===== src/hdl/isr_pkg.sv =====
`timescale 1ns / 1ps

package isr_pkg;

  localparam int RADICAND_W = 32;
  localparam int ROOT_W     = 16;
  localparam int WIDTH_DEF  = 32;

  // controller -> datapath
  typedef struct packed {
    logic load;
    logic step;
  } dp_cmd_t;

  // datapath -> controller
  typedef struct packed {
    logic last;
  } dp_status_t;

endpackage


===== src/hdl/isr_if.sv =====
`timescale 1ns / 1ps

interface isr_in_if;
  logic                             valid;
  logic                             ready;
  logic [isr_pkg::RADICAND_W-1:0]   radicand;

  modport source (output valid, output radicand, input ready);
  modport sink   (input valid, input radicand, output ready);
endinterface

interface isr_out_if;
  logic                         valid;
  logic                         ready;
  logic [isr_pkg::ROOT_W-1:0]   root;

  modport source (output valid, output root, input ready);
  modport sink   (input valid, input root, output ready);
endinterface


===== src/hdl/isr_ctrl.sv =====
`timescale 1ns / 1ps

module isr_ctrl (
  input  logic                clk,
  input  logic                rst_n,
  input  logic                in_valid,
  output logic                in_ready,
  output logic                out_valid,
  input  logic                out_ready,
  output isr_pkg::dp_cmd_t    cmd,
  input  isr_pkg::dp_status_t status
);

  typedef enum logic [1:0] {
    ST_IDLE,
    ST_RUN,
    ST_DONE
  } state_t;

  state_t state_r, state_nxt;

  assign in_ready  = (state_r == ST_IDLE);
  assign out_valid = (state_r == ST_DONE);

  always_comb begin
    state_nxt = state_r;
    cmd.load  = 1'b0;
    cmd.step  = 1'b0;
    unique case (state_r)
      ST_IDLE: begin
        if (in_valid) begin
          cmd.load  = 1'b1;
          state_nxt = ST_RUN;
        end
      end
      ST_RUN: begin
        cmd.step = 1'b1;
        if (status.last) begin
          state_nxt = ST_DONE;
        end
      end
      ST_DONE: begin
        if (out_ready) begin
          state_nxt = ST_IDLE;
        end
      end
      default: begin
        state_nxt = ST_IDLE;
      end
    endcase
  end

  always_ff @(posedge clk) begin
    if (!rst_n) begin
      state_r <= ST_IDLE;
    end else begin
      state_r <= state_nxt;
    end
  end

  a_no_overlap: assert property (@(posedge clk) disable iff (!rst_n)
    !(in_ready && out_valid))
    else $error("input taken while result pending");

  a_load_runs: assert property (@(posedge clk) disable iff (!rst_n)
    cmd.load |=> (cmd.step && !in_ready))
    else $error("search did not start after load");

  a_last_done: assert property (@(posedge clk) disable iff (!rst_n)
    (cmd.step && status.last) |=> out_valid)
    else $error("result not presented after final step");

  a_out_idle: assert property (@(posedge clk) disable iff (!rst_n)
    (out_valid && out_ready) |=> (in_ready && !out_valid))
    else $error("controller did not return to idle");

endmodule


===== src/hdl/isr_dp.sv =====
`timescale 1ns / 1ps

module isr_dp #(
  parameter int WIDTH = isr_pkg::WIDTH_DEF
) (
  input  logic                             clk,
  input  isr_pkg::dp_cmd_t                 cmd,
  output isr_pkg::dp_status_t              status,
  input  logic [isr_pkg::RADICAND_W-1:0]   radicand,
  output logic [isr_pkg::ROOT_W-1:0]       root
);

  // only the low bits of the field can matter
  localparam int EW = (WIDTH < isr_pkg::RADICAND_W) ? WIDTH : isr_pkg::RADICAND_W;
  localparam int RW = (EW + 1) / 2;
  localparam int PW = 2 * RW;

  logic [EW-1:0] v_r;
  logic [RW-1:0] root_r;
  logic [RW-1:0] bit_r;
  logic [RW-1:0] cand;
  logic [PW-1:0] sq;
  logic          fits;

  // trial root: set the current bit, keep it if its square still fits
  assign cand = root_r | bit_r;
  assign sq   = PW'(cand) * PW'(cand);
  assign fits = (sq <= PW'(v_r));

  always_ff @(posedge clk) begin
    if (cmd.load) begin
      v_r    <= radicand[EW-1:0];
      root_r <= '0;
      bit_r  <= RW'(1) << (RW - 1);
    end else if (cmd.step) begin
      if (fits) begin
        root_r <= cand;
      end
      bit_r <= bit_r >> 1;
    end
  end

  assign status.last = bit_r[0];
  assign root        = isr_pkg::ROOT_W'(root_r);

endmodule


===== src/hdl/integer_square_root_unit.sv =====
`timescale 1ns / 1ps

// Floor square root, one root bit resolved per cycle from the top down.
// An item is taken only in idle; the result is then held until out_ch takes
// it, and no new item is taken before that. The square-and-compare unit is
// used once per root bit.
// Reset: synchronous, active low; controller returns to idle, data is kept.
module integer_square_root_unit #(
  parameter int WIDTH = isr_pkg::WIDTH_DEF
) (
  input  logic       clk,
  input  logic       rst_n,
  isr_in_if.sink     in_ch,
  isr_out_if.source  out_ch
);

  isr_pkg::dp_cmd_t    cmd;
  isr_pkg::dp_status_t status;

  // controller: idle -> run (one step per root bit) -> done (hold result)
  isr_ctrl u_ctrl (
    .clk       (clk),
    .rst_n     (rst_n),
    .in_valid  (in_ch.valid),
    .in_ready  (in_ch.ready),
    .out_valid (out_ch.valid),
    .out_ready (out_ch.ready),
    .cmd       (cmd),
    .status    (status)
  );

  // datapath: radicand, partial root and bit mask registers, one
  // half-width multiplier feeding a comparator; root register doubles
  // as the output register
  isr_dp #(
    .WIDTH (WIDTH)
  ) u_dp (
    .clk      (clk),
    .cmd      (cmd),
    .status   (status),
    .radicand (in_ch.radicand),
    .root     (out_ch.root)
  );

endmodule


===== src/flat_wrapper.sv =====
// flat-port wrapper written by rule: the top's interface ports become plain ports
module integer_square_root_unit_flat 
#(
  parameter int WIDTH = isr_pkg::WIDTH_DEF
)
  (clk, rst_n, in_ch_valid, in_ch_radicand, in_ch_ready, out_ch_valid, out_ch_root, out_ch_ready);
  isr_in_if in_ch_i ();
  isr_out_if out_ch_i ();
  input  logic clk;
  input  logic rst_n;
  input wire logic [$bits(in_ch_i.valid)-1:0] in_ch_valid;
  input wire logic [$bits(in_ch_i.radicand)-1:0] in_ch_radicand;
  output wire logic [$bits(in_ch_i.ready)-1:0] in_ch_ready;
  output wire logic [$bits(out_ch_i.valid)-1:0] out_ch_valid;
  output wire logic [$bits(out_ch_i.root)-1:0] out_ch_root;
  input wire logic [$bits(out_ch_i.ready)-1:0] out_ch_ready;
  assign in_ch_i.valid = in_ch_valid;
  assign in_ch_i.radicand = in_ch_radicand;
  assign in_ch_ready = in_ch_i.ready;
  assign out_ch_valid = out_ch_i.valid;
  assign out_ch_root = out_ch_i.root;
  assign out_ch_i.ready = out_ch_ready;
  integer_square_root_unit #(.WIDTH(WIDTH)) u_core (.clk(clk), .rst_n(rst_n), .in_ch(in_ch_i), .out_ch(out_ch_i));
endmodule

===== config.mk =====
export PLATFORM = sky130hd
export DESIGN_NAME = integer_square_root_unit_flat
export DESIGN_NICKNAME = d
export VERILOG_FILES = /design/src/hdl/isr_pkg.sv /design/src/hdl/isr_if.sv /design/src/hdl/isr_ctrl.sv /design/src/hdl/isr_dp.sv /design/src/hdl/integer_square_root_unit.sv /design/src/flat_wrapper.sv
export SDC_FILE = /design/constraint.sdc
export NUM_CORES = 1
export LEC_CHECK = 0
export ABC_AREA = 1
export BUFFER_PORTS_ARGS = -buffer_cell sky130_fd_sc_hd__clkbuf_2
export CORE_ASPECT_RATIO = 1.2
export CORE_UTILIZATION = 58
export CTS_CLUSTER_SIZE = 24
export DETAILED_ROUTE_END_ITERATION = 6
export PLACE_DENSITY = 0.87
export SLEW_MARGIN = 30
export SYNTH_ARGS = -nofsm -noshare
export SYNTH_HDL_FRONTEND = slang
export SYNTH_HIERARCHICAL = 1
export SYNTH_SLANG_ARGS = --single-unit

===== constraint.sdc =====
create_clock -name clk -period 6.2 [get_ports clk]
set_input_delay 0.31 -clock clk [delete_from_list [all_inputs] [get_ports clk]]
set_output_delay 0.31 -clock clk [all_outputs]
set_load 0.005 [all_outputs]

Yosys cells after proc, flatten, opt, wreduce, memory -nomap -nowiden:

Index checks and enable logic that the tools add are counted.
Widths: inputs -> output; s select.

* logic and storage cells: 22
* output and inout bits: 18
* bits of input ports: 36
* bits in registers: 66

* bitwise logic cells: 1
* order comparisons: 1
* equal/unequal tests: 5
* $mul: 1
* reductions and logical operators: 3
* muxes and demuxes: 7

Operators with widths (number)
* $le 32x32->1: 1
* $mul 16x16->32: 1
* $or 16x16->16: 1
* $mux 2: 3
* $pmux 2 s3: 1
* $ne 2x2->1 const B: 2
* $mux 1: 3
* $reduce_and 3->1: 1
* $eq 2x1->1 const B: 1
* $eq 2x2->1 const B: 1
* $logic_not 2->1: 1
* $ne 2x1->1 const B: 1
* $reduce_and 2->1: 1

Longest topological paths before layout:

Gate-level depths: netlist (run 1).

* depth in word-level cells: 4
* depth in mapped cells: 40
* mapped depth without buffers: 38

Cells and area by module:

Netlist (run 1), hierarchy kept.

By module, submodules not included
* isr_dp: sequential area each 1601.5 µm², cells each 1285, times used 1, area an instance 10446.3 µm²
* isr_ctrl: sequential area each 40.0 µm², cells each 19, times used 1, area an instance 117.6 µm²

Worst setup path before layout (run 1):

OpenSTA, ideal clock, no wires.

* kind: register to register
* start: reg u_core.u_dp.bit_r[4]
* end: reg u_core.u_dp.root_r[10] (netlist: u_core/u_dp/root[10])
* required time: 6.057 ns
* library setup time: 0.143 ns
* path slack: -0.519 ns
* stages on the path, launching flop included: 34
* path buffers: 1
* arrival: 6.576 ns
* period minus slack after synthesis: 6.719 ns
* cell sequence: dfxtp_1 nor2_1 clkinv_1 nand2_1 fa_1 inv_1 fa_1 fa_1 fa_1 fa_1 inv_1 fa_1 inv_1 ha_1 a21oi_1 o21a_1 nor2_1 nor2_1 nand3_1 nand2_1 nand2_1 nand2_1 nand2_1 ha_1 nand2_1 nor2_1 nor3b_2 and2b_1 nand2_1 nand2_1 nand2_4 buf_12 nand2_2 a21oi_2

* longest elaborated chain between the ends: 4

RTL lines
* start: declaration: RTL line isr_dp.sv:20 `logic [RW-1:0] bit_r;`
* start signal: assignment: RTL line isr_dp.sv:34 `bit_r <= RW'(1) << (RW - 1);`
* start signal: assignment: RTL line isr_dp.sv:39 `bit_r <= bit_r >> 1;`
* $or 16x16->16: RTL line isr_dp.sv:26 `assign cand = root_r | bit_r;`
* $mul 16x16->32: RTL line isr_dp.sv:27 `assign sq = PW'(cand) * PW'(cand);`
* $le 32x32->1: RTL line isr_dp.sv:28 `assign fits = (sq <= PW'(v_r));`
* $reduce_and 2->1 (no source line)
* end signal: assignment: RTL line isr_dp.sv:37 `root_r <= cand;`
* end: declaration: RTL line isr_dp.sv:19 `logic [RW-1:0] root_r;`

Every way passes these cells.
A chain may end at the register's enable or synchronous reset.

Worst setup path after layout (run 1):

* start: reg u_core.u_dp.bit_r[8]
* end: reg u_core.u_dp.root_r[11] (netlist: u_core/u_dp/root[11])

Same word-level chain as after synthesis.

==> flow_metrics.env, run 1 <==
export IMPL_die_h_um=149.8
export IMPL_syn_inst=1304
export IMPL_required_ns=6.38
export IMPL_drc=0
export IMPL_async_flop_share_pct=0
export IMPL_p_switching_uw=508.0
export IMPL_root_buffer="clkbuf_16"
export IMPL_final_cells=1817
export IMPL_yosys_register_bits=66
export IMPL_hpwl_um=24660
export IMPL_vias_per_cell=6.016
export IMPL_yosysTopAreaCellShare_pct=30.51
export IMPL_gp_congestion=0.9775
export IMPL_cts_sinks=66
export IMPL_numCtsBuffers=9
export IMPL_worstSetupPathType="flop to flop"
export IMPL_layout_min_cycle_time_ns=7.153
export IMPL_skew_ns=0.008388
export IMPL_p_comb_share_pct=30.1
export IMPL_core_area_um2=17710
export IMPL_nNetsFinal=1916
export IMPL_status="complete, but fails checks"
export IMPL_drv_slew=0
export IMPL_drive_gt1_share_pct=35.32
export IMPL_avgSynthCellArea_um2=8.101
export IMPL_fin_util_pct=80.36
export IMPL_track_usage_pct=38.39
export IMPL_setup_ws_ns=-0.9529
export IMPL_antennaDiodeCount=0
export IMPL_synth_warnings=6
export IMPL_pwr_share_clk_pct=36.2
export IMPL_relSlewSlack_pct=46.45
export IMPL_path_common_cell="nand2_1"
export IMPL_synth_area_leaders="fa_1 (31%), ha_1 (15%), inv_1 (12%)"
export IMPL_drt_wl_total_um=40910
export IMPL_hold_class="primary input to flop"
export IMPL_fp_dieW_um=125.2
export IMPL_hold_viol_final=0
export IMPL_syn_area_um2=10560
export IMPL_via_count=10931
export IMPL_cp_max_fo=8
export IMPL_cts_tree="done"
export IMPL_synth_flop_cell="dfxtp_1"
export IMPL_cp_arrival_ns=7.33
export IMPL_end_kind="flop"
export IMPL_crit_path_max_incr_delay_ns=0.54
export IMPL_die_area_um2=18760
export IMPL_synth_fp_nets=1628
export IMPL_critPathLaunchType="flop"
export IMPL_grt_antenna_before_repair=0
export IMPL_cellPowerDensity_nw_per_um2=105.2
export IMPL_htree_levels=3
export IMPL_io_buffer_count=53
export IMPL_intPower_uw=988.7
export IMPL_post_place_cells=1754
export IMPL_yosysMostFrequentCell="inv_1"
export IMPL_finalCritPeriodShare_pct=115.4
export IMPL_grt_pass1_vias=11108
export IMPL_synth_common_cells="inv_1 (350), nand2_1 (242), fa_1 (161)"
export IMPL_synth_edf_count=32
export IMPL_grt_max_degree=65
export IMPL_leakagePower_nw=7.951
export IMPL_peakVddDrop_mv=0.3563
export IMPL_setup_viol=16
export IMPL_grt_overflow=0
export IMPL_ys_seq_area_share_pct=15.54
export IMPL_nFillCells=857
export IMPL_worstMarginPinSlew_ns=0.8024
export IMPL_rsz0062_at_grt="yes"
export IMPL_drt_pass1_iterations=6
export IMPL_p_seq_share_pct=33.7
export IMPL_p_sw_share_pct=33.94
export IMPL_cts_clk_slew_worst_paths_ns=0.06
export IMPL_critPathSlowestCell="fa_1"
export IMPL_max_cap_violations=0
export IMPL_final_area_um2=14230
export IMPL_clk_path_buf_depth=2
export IMPL_insertion_delay_ns=0.33
export IMPL_initial_core_util_pct=59.66
export IMPL_initialDrtViolationCount=1218
export IMPL_yosys_area_top_type="fa_1"
export IMPL_antenna_left=0
export IMPL_wl_per_cell_um=22.51
export IMPL_synth_cell_type_count=38
export IMPL_grt_pass1_wl_um=54630
export IMPL_io_pins=54
export IMPL_max_freq_ghz=0.1398
export IMPL_postPlaceCellArea_um2=12740
export IMPL_violations="negative setup slack"
export IMPL_syn_to_final_growth_pct=34.69
export IMPL_fp_row_count=53
[power groups by stage]
stage          logic (mW)  registers [mW]  clock network, mW
6_report            0.451           0.505              0.542
5_1_grt             0.470           0.507              0.557
3_3_place_gp        0.312           0.508                  0
4_1_cts             0.366           0.503              0.543
3_5_place_dp        0.324           0.510                  0
2_1_floorplan       0.214           0.509                  0
[timing repair]
item,CTS,global route
hold buffers,0,0
resized for setup,96,142
cloned,1,0
pin swaps,68,90
buffers inserted,25,22
setup endpoints to repair,16,16
[metrics by stage]
| stage | power [mW] | TNS, ns | setup WS [ns] | hold slack [ns] |
|---|---|---|---|---|
| 3_3_place_gp | 0.8196 | -10.64 | -0.6869 | 0.4863 |
| 2_1_floorplan | 0.7225 | -0.6044 | -0.06450 | 0.4089 |
| 3_5_place_dp | 0.8337 | -12.07 | -0.7871 | 0.4886 |
| 4_1_cts | 1.412 | -7.483 | -0.4869 | 0.1466 |
| 6_report | 1.497 | -14.90 | -0.9529 | 0.1544 |
| 5_1_grt | 1.534 | -19.07 | -1.213 | 0.1519 |
[routing by layer]
layer,global-route usage [%],share of wire [%],up-vias
li1,-,-,4478
met1,40.38,32,5095
met2,67.04,46,949
met3,8.330,11,409
met4,30.73,11,0
met5,0,0,-
[worst paths after layout]
kind                                           start                                  to  slack (ns)  cells past startpoint
setup / recovery   u_core/u_dp/bit_r[8]$_SDFFE_PP0P_   u_core/u_dp/root[11]$_SDFFE_PP0P_       -0.95                     31
hold / removal                    in_ch_radicand[28]       u_core/u_dp/v_r[28]$_DFFE_PP_        0.15                      1
setup reg to reg   u_core/u_dp/bit_r[8]$_SDFFE_PP0P_   u_core/u_dp/root[11]$_SDFFE_PP0P_       -0.95                     31
hold reg to reg   u_core/u_dp/bit_r[15]$_SDFFE_PP1P_  u_core/u_dp/bit_r[15]$_SDFFE_PP1P_        0.57                      2
[logic make-up (layout without fill, tap and decap cells)]
kind of cell    after synthesis  in the layout  share of synthesized area (%)
compound gates              113            113                          6.254
xor+xnor                     31             31                          2.570
fa+ha+maj                   288            288                          45.55
buf+inv                     377            669                          13.55
flops                        66             66                          15.54
simple gates                429            430                          16.53
[critical path, delay by kind of cell (launching register included)]
family / cells / cell delay [ns]
AOI/OAI and AO/OA: 5 / 0.98
adders and majority gates: 8 / 3.52
buffers and inverters: 5 / 0.59
DFF: 1 / 0.37
and+or+nand+nor: 13 / 1.52
[area by class of cell]
| type | instances | area (um2) | area share (%) |
|---|---|---|---|
| clock buffer | 10 | 250.2 | 1.759 |
| clock inverter | 6 | 70.07 | 0.4924 |
| inverter | 358 | 1399 | 9.831 |
| multi-input combinational | 862 | 8388 | 58.95 |
| sequential | 66 | 1675 | 11.77 |
| tap | 220 | 275.3 | 1.935 |
| timing repair buffer | 295 | 2171 | 15.26 |
[flip-flops by register name, indices dropped and copies added (netlist names)]
name	count
u_core/u_dp/root	16
u_core/u_dp/bit_r	16
u_core/u_dp/v_r	32
u_core/u_ctrl/state_r	2
[cells in the final DEF, fill, tap and decap left out, types with 25 or more instances in the layout]
cell / instances
ha_1: 110
nand2_2: 35
fa_1: 146
nand2_1: 199
nor2_4: 27
inv_1: 318
edfxtp_1: 32
a21oi_1: 48
buf_4: 223
inv_2: 29
nor2_1: 80
nor2_2: 25
clkbuf_2: 53
(Power assumes the default switching activity.)
==> run 2: changes to the inputs <==
- PLACE_DENSITY: 0.87 -> 0.79
==> flow_metrics.env, run 2 (synthesized netlist as in run 1, its figures left out) <==
export IMPL_status="complete, but fails checks"
export IMPL_reg2reg_depth=33
export IMPL_cp_max_fo=8
export IMPL_cts_clk_slew_worst_paths_ns=0.06
export IMPL_root_buffer="clkbuf_16"
export IMPL_die_h_um=149.8
export IMPL_clk_path_buf_depth=2
export IMPL_r2r_end="u_core/u_dp/root[3]$_SDFFE_PP0P_"
export IMPL_gp_congestion=0.9953
export IMPL_io_buffer_count=53
export IMPL_violations="negative setup slack"
export IMPL_final_area_um2=14160
export IMPL_fin_util_pct=79.96
export IMPL_max_freq_ghz=0.1466
export IMPL_nNetsFinal=1899
export IMPL_vias_per_cell=5.422
export IMPL_critPathLaunchType="flop"
export IMPL_track_usage_pct=33.67
export IMPL_met1_usage_pct=39.10
export IMPL_crit_path_start="u_core/u_dp/bit_r[12]$_SDFFE_PP0P_"
export IMPL_crit_path_max_incr_delay_ns=0.57
export IMPL_critPathSlowestCell="fa_1"
export IMPL_fp_dieW_um=125.2
export IMPL_cts_sinks=66
export IMPL_met3_usage_pct=4.290
export IMPL_numCtsBuffers=9
export IMPL_path_common_cell="nand2_1"
export IMPL_setup_ws_ns=-0.6230
export IMPL_drt_pass1_iterations=7
export IMPL_fp_row_count=53
export IMPL_grt_max_degree=65
export IMPL_insertion_delay_ns=0.34
export IMPL_initialDrtViolationCount=630
export IMPL_required_ns=6.45
export IMPL_worstMarginPinSlew_ns=0.8072
export IMPL_rsz0062_at_grt="yes"
export IMPL_mostFrequentLayoutCells="inv_1 (321), buf_4 (202), nand2_1 (192)"
export IMPL_largest_reg_flops=32
export IMPL_grt_pass1_vias=10128
export IMPL_final_common_cell="inv_1"
export IMPL_busiest_layer="met2"
export IMPL_antenna_left=0
export IMPL_min_path_cells=1
export IMPL_cts_hold_buf=0
export IMPL_cellPowerDensity_nw_per_um2=102.5
export IMPL_skew_ns=0.01287
export IMPL_wl_per_cell_um=17.65
export IMPL_setup_viol=16
export IMPL_drc=0
export IMPL_antennaDiodeCount=0
export IMPL_drt_wl_total_um=31760
export IMPL_end_kind="flop"
export IMPL_via_count=9759
export IMPL_htree_levels=3
export IMPL_relSlewSlack_pct=46.13
export IMPL_reg2reg_slack_ns=-0.62
export IMPL_cp_arrival_ns=7.07
export IMPL_layout_min_cycle_time_ns=6.823
export IMPL_cts_tree="done"
export IMPL_max_cap_violations=0
export IMPL_hold_class="primary input to flop"
export IMPL_holdWs_ns=0.1450
export IMPL_syn_to_final_growth_pct=34.02
export IMPL_worstSetupPathType="flop to flop"
export IMPL_hpwl_um=23170
export IMPL_hold_viol_final=0
export IMPL_dpl_worst_slack_ns=-0.7425
export IMPL_min_to="u_core/u_dp/v_r[11]$_DFFE_PP_"
export IMPL_regMostFlops="u_core/u_dp/v_r"
export IMPL_drv_slew=0
export IMPL_die_area_um2=18760
export IMPL_postPlaceCellArea_um2=12760
export IMPL_nFillCells=1002
export IMPL_peakVddDrop_mv=0.2350
export IMPL_grt_met2_usage_pct=60.20
export IMPL_power_mw=1.451
export IMPL_r2r_start="u_core/u_dp/bit_r[12]$_SDFFE_PP0P_"
export IMPL_leakagePower_nw=7.838
export IMPL_hold_start="in_ch_radicand[11]"
export IMPL_grt_antenna_before_repair=0
export IMPL_drive_gt1_share_pct=33.99
export IMPL_initial_core_util_pct=59.66
export IMPL_grt_overflow=0
export IMPL_grt_pass1_wl_um=48510
export IMPL_finalCritPeriodShare_pct=110.0
export IMPL_io_pins=54
export IMPL_core_area_um2=17710
## run 2: critical path, delay by kind of cell (launching register included)
family | cells | cell delay [ns]
adder cells (fa/ha/maj) | 8 | 3.52
AND/OR/NAND/NOR | 15 | 1.70
buffers and inverters | 7 | 0.62
flip-flops | 1 | 0.34
AO/OA/AOI/OAI | 2 | 0.33
XOR/XNOR | 1 | 0.20
## run 2: stage by stage
stage | setup TNS (ns) | cells
6_report | -8.995 | 1800
5_1_grt | -11.89 | 1800
4_1_cts | -6.161 | 1784
3_5_place_dp | -11.63 | 1751
3_3_place_gp | -9.443 | 1751
2_1_floorplan | -0.6044 | 1304
## run 2: per-layer routing
metal | vias to the layer above | wire (um) | share of wire [%]
met3 | 149 | 2124 | 6.7
met1 | 4689 | 11600 | 37
met4 | 0 | 1929 | 6.1
met5 | - | 0 | 0
li1 | 4440 | - | -
met2 | 481 | 16110 | 51
## run 2: power breakdown
group	switching (mW)	total, mW	internal [mW]
clock	0.197	0.534	0.337
sequential	0.0136	0.503	0.489
combinational	0.258	0.414	0.156
total	0.469	1.45	0.982
## run 2: how the worst max path moves through the flow
stage	endpoint	slack, ns	cells past startpoint
floorplan	u_core/u_dp/root[10]$_SDFFE_PP0P_	-0.06	36
global placement	u_core/u_dp/root[3]$_SDFFE_PP0P_	-0.61	34
detailed placement	u_core/u_dp/root[4]$_SDFFE_PP0P_	-0.74	33
CTS	u_core/u_dp/root[9]$_SDFFE_PP0P_	-0.41	32
global route	u_core/u_dp/root[3]$_SDFFE_PP0P_	-0.79	29
finish	u_core/u_dp/root[3]$_SDFFE_PP0P_	-0.62	33
## run 2: area by class of cell
cell class              instances  area [um2]  share of cell area [%]
multi-input cells             862        8412                   59.42
repair buffers                278        2093                   14.79
well taps                     220       275.3                   1.944
clock inverters                 5       58.81                  0.4154
flip-flops and latches         66        1675                   11.83
inverters                     358        1389                   9.810
clock buffers                  11       254.0                   1.794
## run 2: what timing repair did
action	CTS	global route
gates resized for setup	125	99
pin swaps	72	47
gates cloned	1	0
endpoints found under the hold margin	0	0
buffers inserted	16	18
endpoints found under the setup margin	16	16
==> run 3: changes to the inputs <==
- BUFFER_PORTS_ARGS: -buffer_cell sky130_fd_sc_hd__clkbuf_2 -> -buffer_cell sky130_fd_sc_hd__buf_2
- RECOVER_POWER: not set -> 25
==> flow_metrics.env, run 3 (synthesized netlist as in run 1, its figures left out) <==
export IMPL_p_comb_share_pct=29.0
export IMPL_power_mw=1.442
export IMPL_die_area_um2=18760
export IMPL_grt_pass1_wl_um=48360
export IMPL_nFillCells=975
export IMPL_die_h_um=149.8
export IMPL_crit_buf_inv=6
export IMPL_via_count=9755
export IMPL_cts_sinks=66
export IMPL_nNetsFinal=1885
export IMPL_critPathSlowestCell="fa_2"
export IMPL_cellPowerDensity_nw_per_um2=101.9
export IMPL_track_usage_pct=33.43
export IMPL_worstSetupPathType="flop to flop"
export IMPL_dpl_worst_slack_ns=-0.8708
export IMPL_grt_overflow=0
export IMPL_drt_pass1_iterations=7
export IMPL_grt_antenna_before_repair=0
export IMPL_antennaDiodeCount=0
export IMPL_skew_ns=0.01408
export IMPL_cp_arrival_ns=7.25
export IMPL_cp_max_fo=8
export IMPL_final_area_um2=14150
export IMPL_root_buffer="clkbuf_16"
export IMPL_gp_congestion=0.9429
export IMPL_final_common_cell="inv_1"
export IMPL_drc=3
export IMPL_drt_wl_total_um=32530
export IMPL_clk_path_buf_depth=2
export IMPL_leakagePower_nw=7.790
export IMPL_critPathLaunchType="flop"
export IMPL_numCtsBuffers=9
export IMPL_cts_clk_slew_worst_paths_ns=0.06
export IMPL_max_cap_violations=0
export IMPL_peakVddDrop_mv=0.3742
export IMPL_syn_to_final_growth_pct=33.91
export IMPL_max_freq_ghz=0.1429
export IMPL_violations="design-rule violations, negative setup slack"
export IMPL_crit_path_max_incr_delay_ns=0.57
export IMPL_p_switching_uw=471.7
export IMPL_relSlewSlack_pct=46.82
export IMPL_htree_levels=3
export IMPL_post_place_cells=1741
export IMPL_required_ns=6.45
export IMPL_hpwl_um=22860
export IMPL_finalCritPeriodShare_pct=112.8
export IMPL_grt_max_degree=65
export IMPL_drv_slew=0
export IMPL_hold_class="primary input to flop"
export IMPL_worstMarginPinSlew_ns=0.7968
export IMPL_p_seq_share_pct=34.8
export IMPL_finalSetupTns_ns=-12.03
export IMPL_core_area_um2=17710
export IMPL_crit_family="adder cells"
export IMPL_initial_core_util_pct=59.66
export IMPL_drive_gt1_share_pct=34.74
export IMPL_fp_dieW_um=125.2
export IMPL_hold_viol_final=0
export IMPL_p_sw_share_pct=32.71
export IMPL_pwr_share_clk_pct=36.2
export IMPL_layout_min_cycle_time_ns=6.997
export IMPL_regMostFlops="u_core/u_dp/v_r"
export IMPL_largest_reg_flops=32
export IMPL_io_pins=54
export IMPL_end_kind="flop"
export IMPL_initialDrtViolationCount=746
export IMPL_status="complete, but fails checks"
export IMPL_intPower_uw=970.2
export IMPL_holdWs_ns=0.1477
export IMPL_cts_tree="done"
export IMPL_fin_util_pct=79.90
export IMPL_io_buffer_count=53
export IMPL_vias_per_cell=5.462
export IMPL_antenna_left=0
export IMPL_final_cells=1786
export IMPL_grt_pass1_vias=10218
export IMPL_rsz0062_at_grt="yes"
export IMPL_fp_row_count=53
export IMPL_postPlaceCellArea_um2=12680
export IMPL_setup_ws_ns=-0.7965
export IMPL_setup_viol=16
export IMPL_mostFrequentLayoutCells="inv_1 (320), buf_4 (194), nand2_1 (194)"
export IMPL_wl_per_cell_um=18.21
export IMPL_insertion_delay_ns=0.34
-- run 3: worst reg2reg max path, delay by kind of cell (launching register included) --
kind | cells | cell delay, ns
adder cells (fa/ha/maj) | 8 | 3.63
AND/OR/NAND/NOR | 12 | 1.84
AO/OA/AOI/OAI | 4 | 0.57
buffers and inverters | 6 | 0.54
flip-flops | 1 | 0.33
-- run 3: cell type report --
cell class                 count  area (um2)  share of cell area [%]
inverter                     358        1389                   9.818
clock buffer                  11       275.3                   1.946
sequential                    66        1672                   11.82
timing repair buffer         264        1966                   13.90
tap                          220       275.3                   1.946
clock inverter                 5       40.04                  0.2830
multi-input combinational    862        8529                   60.30
-- run 3: per-layer routing --
layer / vias up / share of wire, % / global-route usage, %
met5: - / 0 / 0
met4: 0 / 6.7 / 17.50
met3: 187 / 6.7 / 3.897
met2: 490 / 52 / 62.09
met1: 4662 / 35 / 37.80
li1: 4416 / - / -
-- run 3: timing repair --
action                     CTS  global route
setup endpoints to repair   16            16
resized for setup           85           161
cloned                       1             0
pin swaps                   56            96
setup buffers               23             6
hold buffers                 0             0
-- run 3: path summary, 6_finish.rpt --
check,start,end,slack (ns),cells after the start
setup / recovery,u_core/u_dp/root[5]$_SDFFE_PP0P_,u_core/u_dp/root[1]$_SDFFE_PP0P_,-0.80,30
hold / removal,in_ch_radicand[7],u_core/u_dp/v_r[7]$_DFFE_PP_,0.15,1
setup reg to reg,u_core/u_dp/root[5]$_SDFFE_PP0P_,u_core/u_dp/root[1]$_SDFFE_PP0P_,-0.80,30
hold reg to reg,u_core/u_dp/bit_r[2]$_SDFFE_PP0P_,u_core/u_dp/bit_r[2]$_SDFFE_PP0P_,0.55,2
-- run 3: power by group through the flow --
stage	Clock (mW)	Sequential, mW	Combinational [mW]
after floorplan	0	0.509	0.214
after global placement	0	0.508	0.307
after detailed placement	0	0.509	0.314
after CTS	0.527	0.501	0.347
after global routing	0.546	0.504	0.452
final	0.522	0.502	0.418
